[config.mk]
export PLATFORM = sky130hd
export DESIGN_NAME = lbc_ram
export DESIGN_NICKNAME = d
export VERILOG_FILES = /design/src/rtl/core/lbc_ram.sv
export SDC_FILE = /design/constraint.sdc
export NUM_CORES = 1
export LEC_CHECK = 0
export ABC_AREA = 1
export BUFFER_PORTS_ARGS = -buffer_cell sky130_fd_sc_hd__buf_4
export CAP_MARGIN = 20
export CORE_UTILIZATION = 55
export DETAILED_ROUTE_END_ITERATION = 6
export PLACE_DENSITY = 0.8
export SLEW_MARGIN = 20
export SYNTH_ARGS = -nofsm -noshare
export SYNTH_HDL_FRONTEND = slang
export SYNTH_SLANG_ARGS = --single-unit
export TNS_END_PERCENT = 1
[constraint.sdc]
create_clock -name clk_i -period 2.1 [get_ports clk_i]
set_input_delay 0.105 -clock clk_i [delete_from_list [all_inputs] [get_ports clk_i]]
set_output_delay 0.105 -clock clk_i [all_outputs]
set_load 0.01 [all_outputs]
[src/rtl/core/lbc_ram.sv]
// Generic single-port RAM with registered read.
module lbc_ram #(
  parameter int unsigned Width = 8,
  parameter int unsigned Depth = 16
) (
  input  logic                     clk_i,
  input  logic                     we_i,
  input  logic [$clog2(Depth)-1:0] addr_i,
  input  logic [Width-1:0]         wdata_i,
  output logic [Width-1:0]         rdata_o
);
  logic [Width-1:0] mem_q [Depth];

  always_ff @(posedge clk_i) begin
    if (we_i) begin
      mem_q[addr_i] <= wdata_i;
    end
    rdata_o <= mem_q[addr_i];
  end
endmodule

==> metrics <==
status=finished clean; global-route usage over all layers=0.252; Pwr Density=1000 mW/mm²; FF+latch count, synth=136; critical path data arrival time=1.33 ns; Max-Slew Margin vs Limit=0.494; number of global-route vias before repair=3798; Die ar.=0.0106 mm²; most instantiated library cell after synthesis=nand2_1; Worst-path clk slew=0.06 ns; syn nets=562; setup_tns=0 ns; effective utilization at floorplan=0.570; Remaining Overflow, GRT=0; crit path time final=1.18 ns; core area=0.00982 mm²; CTS resizes=0; highest-delay cell along the critical path=nor2_1; post-synth top area share=0.687; Yosys top cell by area=edfxtp_1; CTS Buf Count=17; Final nets=604; WHS Path Cells=7; CP required=around 2.3 ns; pre-CTS WS=between 0.4 and 0.5 ns; Pre-antenna DRT Iters=5; Unique masters post-synth=11; Gate Count Post-Synth=roughly 550; Ant. Diodes=0; R2R depth=8; final worst slack=about 0.92 ns; Detailed Place HPWL=7060 µm; CP Class=input port to register; CTS Buffer Depth=2; CTS H-tree depth=4; top_reg_cell synth=edfxtp_1; Ports=22; drt total wl=around 12000 µm; Worst-Margin Slew=roughly 0.76 ns; DIE WIDTH=103 µm; initial DRC count=312; RSZ-0062 raised after global routing=false; layout cell share with drive strength beyond 1=0.111; final worst-path cycle share=0.564; Worst Setup End Kind=register; wire per inst=~16 µm; CP max FO=20; EDFF count, synth=around 130; crit start category=input port; Setup violations, final=0; Largest stage delay, worst path=0.60 ns; DR vias/cell=5.24; Synth Warn #=0; ANT nets after route=0; largest net degree at the start of global routing=49; top cells by area, synth=edfxtp_1, nand2_1, dfxtp_1; worst skew pair latency=0.52 ns; hold_buf cts=8; first-pass GRT wire length=18700 µm; via count=3856; final hold vios=0; Final Slew Violations=0; reg2reg start=mem_q[3][4]$_DFFE_PP_; Post-synth ARST share=0; cell breakdown of the critical path=buf_4, inv_2, nand3_1, nor2_1; Max-Cap Viols=0; CTS tree=built; Post-Syn Area=0.00559 mm²; worst min-delay path category=input port to register; Worst VDD drop=556 µV; num rows=36; Worst Clk Skew=between 0.007 and 0.008 ns; GP Congestion=0.865; Avg Cell Area, Syn=10.2 µm²; Layout area overhead=18.9%; Lkg Pwr=2.87 nW; Hold Path Origin=addr_i[2]; post-CTS setup buffers=0; Residual DRC=0; sequential share of the synthesized area=0.716; Fmax=845 MHz; number of buffers inserted by port buffering=21; Worst R2R Setup Slack=1.06 ns; Root Buffer=clkbuf_8; die height=103 µm; Clock Sinks=136; Hold Crit Endpoint=rdata_o[3]$_DFF_P_; R2R Path End=rdata_o[4]$_DFF_P_; Post-synth top cells=nand2_1, edfxtp_1, inv_1; antenna violations before repair=0
[how the worst max path moves through the flow]
stage,start,endpoint,depth (start not counted)
3_5_place_dp,addr_i[0],mem_q[4][5]$_DFFE_PP_,4
2_1_floorplan,addr_i[1],mem_q[3][0]$_DFFE_PP_,4
6_report,addr_i[0],mem_q[4][4]$_DFFE_PP_,4
4_1_cts,addr_i[0],mem_q[4][4]$_DFFE_PP_,4
5_1_grt,addr_i[0],mem_q[4][4]$_DFFE_PP_,4
3_3_place_gp,addr_i[0],mem_q[4][5]$_DFFE_PP_,4
[final cells by class]
type	count	area, µm²
Clock buffer	22	463
Clock inverter	10	191
Fill cell	706	3170
Inverter	23	86.3
Multi-Input combinational cell	368	1390
Sequential cell	136	4000
Tap cell	133	166
Timing Repair Buffer	44	350
[placed cells by master (no fill, tap or decap)]
cell / instances
dlygate4sd3_1: 8
buf_4: 36
nor2_1: 18
dfxtp_1: 8
clkinv_1: 1
inv_1: 21
inv_2: 1
bufinv_16: 5
clkbuf_8: 4
clkinv_4: 3
clkbuf_16: 16
edfxtp_1: 128
clkinvlp_4: 2
nand3_1: 4
nand2_1: 346
clkbuf_1: 2
[worst max-delay path, delay by kind of cell]
family | cells | cell delay (ns)
buffers and inverters | 2 | 0.37
and+or+nand+nor | 2 | 0.84
[metrics by stage]
stage               instance area, µm²  cells  hold slack [ns]   util  total power, W
finish                            6650    736            0.180  0.677         0.00668
global route                      6650    736            0.180  0.677         0.00685
CTS                               6650    736            0.138  0.677         0.00669
detailed placement                5910    696            0.461  0.602         0.00348
global placement                  5910    696            0.459  0.602         0.00347
floorplan                         5590    548            0.204      -         0.00332
[logic make-up (layout without fill, tap and decap cells)]
logic type             Yosys count  after routing  synth area share
buffers and inverters           44             99            0.0362
AND/OR/NAND/NOR                368            368             0.248
flip-flops                     136            136             0.716
[power breakdown]
part	switching, W	internal [W]	leakage [nW]
Sequential	0.0000178	0.00304	1.22
Clock	0.00108	0.00215	0.312
Combinational	0.000269	0.000125	1.33
[routing by layer]
metal / vias up / GRT usage / share of wire
met5: - / 0 / 0
met1: 1822 / 0.297 / 0.41
met4: 0 / 0.109 / 0.028
met2: 165 / 0.439 / 0.50
li1: 1834 / - / -
met3: 35 / 0.0617 / 0.062
[sequential cells by signal, summed over array words and instances, names as in the netlist]
signal / cells
rdata_o: 8
mem_q: 128
Power figures use the tool's default switching activity.
