===== src/rtl/core/lbc_pkg.sv =====
// Shared constants, codes and types of the line break cache.
package lbc_pkg;

  localparam int unsigned Entries   = 256;
  localparam int unsigned MaxBreaks = 16;
  localparam int unsigned EntW      = $clog2(Entries);
  localparam int unsigned UsedW     = $clog2(Entries + 1);
  localparam int unsigned BrkIdxW   = $clog2(MaxBreaks);
  localparam int unsigned BrkAddrW  = $clog2(Entries * MaxBreaks);
  localparam int unsigned CntW      = 5;
  localparam int unsigned KeyW      = 20;
  localparam int unsigned WidW      = 10;
  localparam int unsigned BrkW      = 16;
  localparam int unsigned RateW     = 7;
  localparam int unsigned MetaW     = KeyW + WidW + CntW;

  typedef enum logic [2:0] {
    KIND_LOOKUP  = 3'd0,
    KIND_HEADER  = 3'd1,
    KIND_BREAK   = 3'd2,
    KIND_INV_ONE = 3'd3,
    KIND_INV_ALL = 3'd4
  } kind_e;

  typedef enum logic [2:0] {
    ST_OK       = 3'd0,
    ST_MISS     = 3'd1,
    ST_FULL     = 3'd2,
    ST_BADCOUNT = 3'd3,
    ST_NOSTORE  = 3'd4
  } status_e;

  // Command from the sequencer to the divider, and its answer.
  typedef struct packed {
    logic        start;
    logic [31:0] hits;
    logic [31:0] misses;
  } div_req_t;

  typedef struct packed {
    logic             busy;
    logic [RateW-1:0] pct;
  } div_rsp_t;

endpackage


===== src/rtl/core/lbc_div.sv =====
// Restoring divider computing hits*100/(hits+misses), one quotient bit a cycle.
module lbc_div (
  input  logic             clk_i,
  input  logic             rst_ni,
  input  lbc_pkg::div_req_t req_i,
  output lbc_pkg::div_rsp_t rsp_o
);
  import lbc_pkg::*;

  logic [39:0]      num_q, num_d;
  logic [32:0]      den_q, den_d;
  logic [32:0]      rem_q, rem_d;
  logic [5:0]       cnt_q, cnt_d;
  logic             busy_q, busy_d;
  // The quotient never exceeds 100, so only its low bits are kept.
  logic [RateW-1:0] quo_q, quo_d;
  logic [33:0]      trial;
  logic [32:0]      total;

  assign total = {1'b0, req_i.hits} + {1'b0, req_i.misses};
  assign trial = {rem_q, num_q[39]};

  always_comb begin
    num_d  = num_q;
    den_d  = den_q;
    rem_d  = rem_q;
    cnt_d  = cnt_q;
    busy_d = busy_q;
    quo_d  = quo_q;
    if (req_i.start) begin
      // hits*100 as (hits<<6)+(hits<<5)+(hits<<2), below 2^39.
      num_d  = {2'b0, req_i.hits, 6'b0} + {3'b0, req_i.hits, 5'b0} +
               {6'b0, req_i.hits, 2'b0};
      den_d  = total;
      rem_d  = '0;
      quo_d  = '0;
      cnt_d  = 6'd40;
      busy_d = (total != '0);
    end else if (busy_q) begin
      num_d = {num_q[38:0], 1'b0};
      if (trial >= {1'b0, den_q}) begin
        rem_d = 33'(trial - {1'b0, den_q});
        quo_d = {quo_q[RateW-2:0], 1'b1};
      end else begin
        rem_d = trial[32:0];
        quo_d = {quo_q[RateW-2:0], 1'b0};
      end
      cnt_d = cnt_q - 6'd1;
      if (cnt_q == 6'd1) begin
        busy_d = 1'b0;
      end
    end
  end

  always_ff @(posedge clk_i or negedge rst_ni) begin
    if (!rst_ni) begin
      busy_q <= 1'b0;
      cnt_q  <= '0;
      quo_q  <= '0;
    end else begin
      busy_q <= busy_d;
      cnt_q  <= cnt_d;
      quo_q  <= quo_d;
    end
  end

  always_ff @(posedge clk_i) begin
    num_q <= num_d;
    den_q <= den_d;
    rem_q <= rem_d;
  end

  assign rsp_o.busy = busy_q;
  assign rsp_o.pct  = quo_q;
endmodule


===== config.mk =====
export PLATFORM = sky130hd
export DESIGN_NAME = lbc_div
export DESIGN_NICKNAME = d
export VERILOG_FILES = /design/src/rtl/core/lbc_pkg.sv /design/src/rtl/core/lbc_div.sv
export SDC_FILE = /design/constraint.sdc
export NUM_CORES = 1
export LEC_CHECK = 0
export BUFFER_PORTS_ARGS = -buffer_cell sky130_fd_sc_hd__buf_2
export CAP_MARGIN = 10
export CORE_MARGIN = 1
export CORE_UTILIZATION = 60
export CTS_BUF_LIST = sky130_fd_sc_hd__clkbuf_4
export DETAILED_ROUTE_END_ITERATION = 6
export PLACE_DENSITY = 0.79
export REMOVE_ABC_BUFFERS = 1
export SETUP_SLACK_MARGIN = 0.02
export SYNTH_ARGS = -nofsm -noshare
export SYNTH_HDL_FRONTEND = slang
export SYNTH_SLANG_ARGS = --single-unit

===== constraint.sdc =====
create_clock -name clk_i -period 3.75 [get_ports clk_i]
set_input_delay 0.375 -clock clk_i [delete_from_list [all_inputs] [get_ports clk_i]]
set_output_delay 0.375 -clock clk_i [all_outputs]
set_load 0.1 [all_outputs]

==> qor.csv, run 1 <==
stage,metric,value,unit
pwr,power.density,559,mW/mm^2
sta,fin_hold_ws,161,ps
global_route,gr-total-overflow,0,
clocking,cts-root-buf,clkbuf_4,
global_route,grt_first_pass_wirelength,42.6,mm
flow_run,max-cap-violations,0,
die,start_util,0.623,
hold_path,min_to,den_q[0],
logic_synthesis,syn_area_per_cell,9.12,sq um
critical_path,end_kind,flop,
hold_path,min_path_type,in -> reg,
finish,area_growth,16.3,%
logic_synthesis,synth-edff-count,71,
routing,firstDrtPassIters,5,
die,row_count,47,
clocking,cts_tree,done,
die,core_area,0.0168,sq mm
run_status,status,completed,
placement,gp_routability_congestion,0.957,
logic_synthesis,ys_types,67,
clocking,cts_max_level,4,
logic_synthesis,ys_seq_area_frac,0.300,
critical_path,cp-start-kind,input pin,
critical_path,crit_start,req_i[0],
finish,seq_area,0.00314,sq mm
placement,place_area,0.0118,sq mm
die,dieArea,0.0180,sq mm
routing,vias,9272,
placement,io_buffers,74,
finish,fin_nets,1512,
clocking,clk_pin_slew,120,ps
routing,wl_per_cell,16.6,um
sta,setup_viol_count_final,0,
routing,vias_per_cell,6.00,
sta,fin_crit,3690,ps
clocking,cts_buffers,17,
pwr,p_leak,5.63,nW
logic_synthesis,syn_inst,1150,
global_route,grt_pass1_vias,8979,
routing,antenna_left,0,
finish,stdcell_area,0.0122,sq mm
sta,relSlewSlack,0.515,
critical_path,critPathMaxFanout,2,
critical_path,cp.required,4210,ps
logic_synthesis,synth_top_flop_cell,edfxtp_1,
clocking,clk_latency,600,ps
sta,worstMarginPinSlew,727,ps
routing,first_iter_violations,700,
clocking,clockBufferDepth,2,
routing,wirelength,25.6,mm
pwr,peakVddDrop,0.366,mV
critical_path,cp_data_arrival_time,4150,ps
finish,final_cells,1545,
global_route,grtUsageTotal,0.298,
sta,hold_viol,0,
finish,fin_util,0.725,
finish,multi_input_area,0.00698,sq mm
finish,num-fill-cells,1324,
critical_path,r2r_setup_slack,260,ps
finish,drive_gt1_frac,0.206,
clocking,clock_sinks,118,
hold_path,min_from,req_i[32],
critical_path,reg2reg_from,den_q[1],
placement,hpwlAfterDp,19.3,mm
sta,fmax,0.271,GHz
critical_path,worstSetupPathType,in -> reg,
die,die_h,134,um
placement,placedCellCount,1508,
critical_path,rr_worst_depth,12,
finish,final_cell_mix,"buf_4, ha_1, nand2_1",
die,dieWidth,134,um
hold_path,whs_path_depth,2,
routing,drc,0,
sta,final.period_utilization,0.984,
finish,final_common_cell,buf_4,
logic_synthesis,synth-seq-cells,118,
logic_synthesis,ys_warn_count,0,
logic_synthesis,syn_area,0.0105,sq mm
critical_path,r2r_end,rem_q[25],
sta,rsz0062_at_grt,true,
global_route,antenna_found_initial,1,
sta,finalMaxSlewViolations,0,
die,io_pins,75,
sta,skew,30.8,ps
logic_synthesis,async_reset_ff_frac,0.119,
global_route,grt_max_degree,64,
==> logic make-up after synthesis <==
family	after synthesis	share of synthesized area
compound gates	345	0.222
xor+xnor	75	0.0626
fa+ha+maj	134	0.182
buf+inv	115	0.0415
flops	118	0.300
mux	45	0.0465
simple gates	318	0.146
==> timing repair <==
item / 4_1_cts / 5_1_grt
endpoints found under the setup margin: 3 / 7
hold endpoints to repair: 14 / 0
pin swaps: 3 / 4
gates resized for setup: 5 / 9
hold buffers: 1 / 0
buffers inserted: 2 / 1
==> where the power goes <==
| part | leakage [nW] | internal [mW] | switching [mW] |
|---|---|---|---|
| Combinational | 4.31 | 1.74 | 2.02 |
| Clock | 0.148 | 0.408 | 0.606 |
| Sequential | 1.17 | 1.84 | 0.210 |
| Total | 5.63 | 3.98 | 2.83 |
==> registers in the layout, summed over array words and instances (netlist names) <==
| name | count |
|---|---|
| busy_q | 1 |
| rem_q | 33 |
| cnt_q | 6 |
| quo_q | 7 |
| den_q | 33 |
| num_q | 38 |
==> critical path: stages <==
cell     delay (ps)
buf_2           110
ha_2            200
fa_2            370
buf_4           160
a21o_1          170
a21oi_2         150
xnor2_1         100
or4_1           520
or4_1           400
or4_1           410
or4_4           430
or4_4           540
nor4_2          140
a21oi_1          90
==> worst max-delay path by stage <==
stage,endpoint,slack (ps),cells past startpoint
after global routing,busy_q,-60,14
after detailed placement,num_q[36],-680,16
after global placement,num_q[36],-560,16
after CTS,num_q[36],20,16
final,busy_q,60,14
after floorplan,busy_q,-250,12
==> cells in the mapped netlist (7+ instances only) <==
cell type / n / area (sq um)
a211oi_1: 19 / 143
a21o_1: 50 / 375
a21oi_1: 84 / 420
a311oi_1: 16 / 140
a31oi_1: 14 / 87.6
and2_1: 7 / 43.8
and3_1: 9 / 56.3
buf_1: 9 / 33.8
clkbuf_1: 31 / 116
dfrtp_1: 14 / 350
dfxtp_1: 33 / 661
edfxtp_1: 71 / 2130
fa_1: 31 / 621
ha_1: 103 / 1290
inv_1: 74 / 278
mux2_2: 30 / 338
mux2i_1: 15 / 150
nand2_1: 88 / 330
nand2b_1: 16 / 100
nand3_1: 27 / 135
nand4_1: 12 / 75.1
nor2_1: 86 / 323
nor2b_1: 11 / 68.8
nor3_1: 26 / 130
o211ai_1: 9 / 67.6
o21a_1: 18 / 135
o21ai_0: 58 / 290
o21bai_1: 17 / 128
o31ai_1: 8 / 60.1
or4_1: 7 / 52.6
xnor2_1: 49 / 429
xor2_1: 26 / 228
==> through the flow <==
step                      setup slack, ps  setup TNS, ps  power, mW
final                                59.0              0       6.82
after global routing                -62.6          -62.6       7.33
after CTS                            21.7              0       6.77
after detailed placement             -683          -4530       5.71
after global placement               -559          -3560       5.63
after floorplan                      -247          -2160       4.63
==> layout make-up <==
type                       instances  share of cell area
clock inverter                    15              0.0135
clock buffer                      17              0.0105
tap                              220              0.0226
timing repair buffer             183               0.100
multi-input combinational        917               0.573
inverter                          74              0.0228
antenna                            1            0.000205
sequential                       118               0.258
==> metal layers <==
layer  up-vias  part of all wire  global-route usage
met4         0             0.023              0.0974
met2       254              0.48               0.496
li1       4565                 -                   -
met1      4400              0.46               0.395
met3        53             0.046              0.0503
met5         -                 0                   0
(Power assumes the default switching activity.)
==> run 2: changes to the inputs <==
--- a/constraint.sdc
+++ b/constraint.sdc
@@ -3,2 +3,2 @@
 set_output_delay 0.375 -clock clk_i [all_outputs]
-set_load 0.1 [all_outputs]
+set_load 0.02 [all_outputs]
==> run 2 against run 1 <==
Effect of this change: critical endpoint unchanged; wire length decreased by 1.0%; critical path depth down 1; setup slack gained 33 ps; sequential cell count stayed put; utilization down 0.54 points; highest routed layer unchanged; global-route usage shrank 0.52 points; largest cell class unchanged; clock power shrank 11%; via count down 1.2%; maximum frequency rose by 0.89%.
==> qor.csv, run 2 (same netlist as run 1, synthesis figures left out) <==
stage,metric,value,unit
run_status,status,completed,
die,die_h,134,um
routing,wirelength,25.3,mm
sta,rsz0062_at_grt,true,
routing,first_iter_violations,745,
critical_path,cp.required,4200,ps
finish,drive_gt1_frac,0.201,
finish,final_cells,1539,
finish,area_growth,15.4,%
sta,setup_tns,0,ps
critical_path,cp_data_arrival_time,4110,ps
critical_path,r2r_setup_slack,300,ps
critical_path,worstSetupPathType,in -> reg,
finish,final_cell_mix,"ha_1, buf_4, nand2_1",
global_route,gr-total-overflow,0,
sta,skew,37.3,ps
clocking,cts-root-buf,clkbuf_4,
sta,fin_crit,3660,ps
hold_path,min_path_type,in -> reg,
finish,largest_register_ff_count,38,
die,core_area,0.0168,sq mm
finish,multi_input_area,0.00697,sq mm
clocking,clk_pin_slew,110,ps
finish,top_register,num_q,
finish,num-fill-cells,1314,
global_route,grtUsageTotal,0.293,
clocking,cts_tree,done,
clocking,clockBufferDepth,2,
sta,worstMarginPinSlew,816,ps
sta,hold_viol,0,
die,dieArea,0.0180,sq mm
clocking,clock_sinks,118,
placement,hpwlAfterDp,19.3,mm
finish,fin_util,0.719,
sta,fmax,0.273,GHz
global_route,grt_first_pass_wirelength,42.1,mm
die,dieWidth,134,um
placement,gp_routability_congestion,0.951,
clocking,cts_buffers,17,
sta,setup_viol_count_final,0,
global_route,grt_pass1_vias,8893,
critical_path,end_kind,flop,
die,io_pins,75,
finish,seq_area,0.00314,sq mm
pwr,total_power,6.60,mW
sta,finalMaxSlewViolations,0,
global_route,antenna_found_initial,1,
routing,antenna_left,0,
critical_path,cp-start-kind,input pin,
pwr,peakVddDrop,0.377,mV
sta,relSlewSlack,0.456,
die,start_util,0.623,
pwr,p_leak,5.59,nW
sta,fin_hold_ws,125,ps
die,row_count,47,
pwr,power.density,545,mW/mm^2
clocking,cts_max_level,4,
finish,fin_nets,1506,
placement,io_buffers,74,
sta,final.period_utilization,0.976,
routing,drc,0,
flow_run,max-cap-violations,0,
finish,top_regs,"num_q (38), den_q (33), rem_q (33)",
routing,wl_per_cell,16.5,um
clocking,clk_latency,590,ps
global_route,grt_max_degree,71,
routing,vias,9163,
placement,placedCellCount,1504,
routing,firstDrtPassIters,6,
routing,vias_per_cell,5.95,
critical_path,critPathMaxFanout,3,
==> run 2: final cells by class <==
cell class / instances / share of cell area
antenna: 1 / 0.000207
clock buffer: 17 / 0.0105
tap: 220 / 0.0228
timing repair buffer: 177 / 0.0973
clock inverter: 15 / 0.0107
sequential: 118 / 0.260
multi-input combinational: 917 / 0.576
inverter: 74 / 0.0230
==> run 2: path summary, 6_finish.rpt <==
kind,start,end,depth (start not counted)
hold / removal,req_i[32],den_q[0],2
hold reg to reg,rem_q[3],rem_q[3],2
max in group asynchronous,rst_ni,busy_q,2
setup reg to reg,den_q[5],rem_q[31],14
min in group asynchronous,rst_ni,cnt_q[1],2
setup / recovery,req_i[32],busy_q,13
==> run 2: metrics by stage <==
step           instance area (sq um)  setup WS (ps)
4_1_cts                        12000           52.3
5_1_grt                        12100          -3.22
3_5_place_dp                   11800           -627
3_3_place_gp                   11800           -551
2_1_floorplan                  10300           -247
6_report                       12100           91.7
==> run 2: per-layer routing <==
layer / global-route usage / wire length, um / vias to the layer above
li1: - / - / 4546
met1: 0.393 / 11300 / 4256
met2: 0.481 / 11900 / 301
met3: 0.0472 / 1430 / 60
met4: 0.101 / 685 / 0
met5: 0 / 0 / -
==> run 2: repair_timing <==
action,CTS,global route
setup endpoints to repair,3,7
buffers inserted,0,1
hold buffers,1,0
gates resized for setup,1,15
pin swaps,1,1
hold endpoints to repair,14,0
==> run 2: worst max-delay path: stages <==
cell and delay, ps:
buf_8 100, ha_4 150, fa_2 360, a211oi_2 250, o21ai_2 110, xor2_1 180, or4_1 530, or4_1 420
or4_1 410, or4_4 420, or4_4 560, nor4_4 160, a21oi_2 70
==> run 2: report_power, final <==
part	leakage [nW]	internal [mW]	switching [mW]
Clock	0.138	0.329	0.574
Combinational	4.28	1.68	1.97
Sequential	1.17	1.84	0.206
Total	5.59	3.85	2.75
==> run 3: changes to the inputs <==
CORE_ASPECT_RATIO = 1.4   (was not set)
CORE_MARGIN = 5   (was 1)
==> run 3 against run 2 <==
Effect of this change: the run now ends with setup timing left; setup slack got worse by 160 ps; die area rose by 12%; cell count increased by 2.3%; maximum frequency fell by 4.2%; global-route usage fell by 3.2 points.
==> qor.csv, run 3 (same netlist as run 1, synthesis figures left out) <==
stage,metric,value,unit
run_status,status,"finished, violations left",
run_status,violations,setup timing,
sta,finalMaxSlewViolations,0,
routing,first_iter_violations,555,
clocking,cts_buffers,17,
finish,seq_area,0.00314,sq mm
critical_path,reg2reg_from,num_q[39],
finish,fin_nets,1525,
hold_path,min_from,req_i[32],
pwr,p_leak,5.73,nW
die,die_h,166,um
finish,final_cell_mix,"buf_4, ha_1, nand2_1",
clocking,clockBufferDepth,2,
die,io_pins,75,
global_route,grt_first_pass_wirelength,43.5,mm
finish,multi_input_area,0.00700,sq mm
placement,place_area,0.0119,sq mm
sta,hold_viol,0,
die,start_util,0.608,
critical_path,critPathMaxFanout,2,
finish,num-fill-cells,1345,
routing,firstDrtPassIters,5,
finish,final_common_cell,buf_4,
placement,pre_cts_slack,-670,ps
routing,wirelength,26.0,mm
global_route,gr-total-overflow,0,
critical_path,max_stage_delay,550,ps
hold_path,min_path_type,in -> reg,
sta,skew,21.6,ps
routing,vias,9312,
global_route,grt_pass1_vias,9537,
sta,setup_tns,-69.1,ps
clocking,cts-root-buf,clkbuf_4,
critical_path,path_cells,buf_8 > ha_4 > fa_2 > a211oi_4 > o21ai_2 > xor2_1 > or4_4 > or4_4 > or4_1 > or4_4 > or4_4 > nor4_4 > a21oi_1,
finish,drive_gt1_frac,0.215,
critical_path,r2r_setup_slack,290,ps
critical_path,end_kind,flop,
global_route,grt_max_degree,64,
pwr,peakVddDrop,0.332,mV
routing,wl_per_cell,16.5,um
clocking,cts_tree,done,
sta,relSlewSlack,0.487,
routing,antenna_left,0,
finish,top_regs,"num_q (38), den_q (33), rem_q (33)",
critical_path,cp.required,4180,ps
clocking,clk_latency,560,ps
sta,worstMarginPinSlew,770,ps
flow_run,max-cap-violations,0,
routing,drc,0,
sta,setup_viol_count_final,1,
clocking,cts_max_level,4,
die,dieArea,0.0203,sq mm
placement,gp_routability_congestion,0.937,
critical_path,cp-start-kind,input pin,
critical_path,cp_common_cell,or4_4,
global_route,grtUsageTotal,0.261,
finish,largest_register_ff_count,38,
critical_path,r2r_end,rem_q[8],
pwr,power.density,551,mW/mm^2
hold_path,min_to,den_q[0],
die,core_area,0.0173,sq mm
placement,io_buffers,74,
critical_path,rr_worst_depth,14,
placement,hpwlAfterDp,20.4,mm
hold_path,whs_path_depth,2,
clocking,clock_sinks,118,
global_route,antenna_found_initial,2,
die,row_count,57,
critical_path,cp_slowest_cell,or4_4,
sta,fmax,0.262,GHz
finish,stdcell_area,0.0124,sq mm
sta,fin_crit,3820,ps
die,dieWidth,122,um
routing,vias_per_cell,5.91,
finish,top_register,num_q,
critical_path,worstSetupPathType,in -> reg,
sta,postLayoutSetupSlackWorst,-69.1,ps
critical_path,cp_data_arrival_time,4250,ps
sta,final.period_utilization,1.02,
clocking,clk_pin_slew,110,ps
finish,area_growth,17.9,%
sta,rsz0062_at_grt,true,
run 3: cell types whose count changed in the layout (fill, tap and decap cells not counted), sizes merged:
cell / before / now
clkinvlp: 2 / 1
buf: 176 / 195
inv: 77 / 84
diode: 1 / 2
clkinv: 9 / 1
bufinv: 1 / 3
run 3: area by class of cell:
| cell class | instances | share of cell area |
|---|---|---|
| multi-input cells | 917 | 0.566 |
| flip-flops and latches | 118 | 0.254 |
| repair buffers | 196 | 0.107 |
| well taps | 236 | 0.0239 |
| inverters | 74 | 0.0225 |
| clock inverters | 15 | 0.0153 |
| clock buffers | 17 | 0.0103 |
| diodes | 2 | 0.000405 |
run 3: what timing repair did:
| action | CTS | global route |
|---|---|---|
| setup endpoints to repair | 4 | 9 |
| hold buffers | 1 | 0 |
| endpoints found under the hold margin | 14 | 0 |
| resized for setup | 4 | 18 |
| pin swaps | 0 | 9 |
| setup buffers | 2 | 1 |
run 3: where the power goes:
group	switching [mW]	internal (mW)	leakage, nW
Clock	0.581	0.481	0.171
Combinational	1.96	1.74	4.39
Sequential	0.213	1.84	1.17
run 3: worst max path at each step:
stage                    from        end  slack, ps  depth (start not counted)
global route        req_i[32]     busy_q       -150                         13
global placement    req_i[32]  num_q[34]       -620                         17
floorplan            req_i[0]     busy_q       -250                         12
CTS                 req_i[32]     busy_q         40                         13
finish              req_i[32]     busy_q        -70                         13
detailed placement  req_i[32]  num_q[36]       -670                         16
run 3: routing by layer:
layer | share of wire | GRT usage | up-vias
li1 | - | - | 4597
met1 | 0.41 | 0.298 | 4419
met2 | 0.52 | 0.472 | 220
met3 | 0.031 | 0.0360 | 76
met4 | 0.044 | 0.124 | 0
met5 | 0 | 0 | -
run 3: worst max-delay path, delay by kind of cell:
family	cells	cell delay [ps]
AND/OR/NAND/NOR	6	2530
adder cells (fa/ha/maj)	2	570
XOR/XNOR	1	190
buffers and inverters	1	100
AO/OA/AOI/OAI	3	490
run 3: stage by stage:
step | utilization | hold WS [ps] | std cells | power (mW)
2_1_floorplan | - | 79.4 | 1109 | 4.58
3_3_place_gp | 0.689 | 292 | 1537 | 5.59
3_5_place_dp | 0.689 | 299 | 1537 | 5.67
4_1_cts | 0.710 | 155 | 1572 | 6.77
5_1_grt | 0.716 | 86.1 | 1575 | 7.35
6_report | 0.716 | 132 | 1575 | 6.81
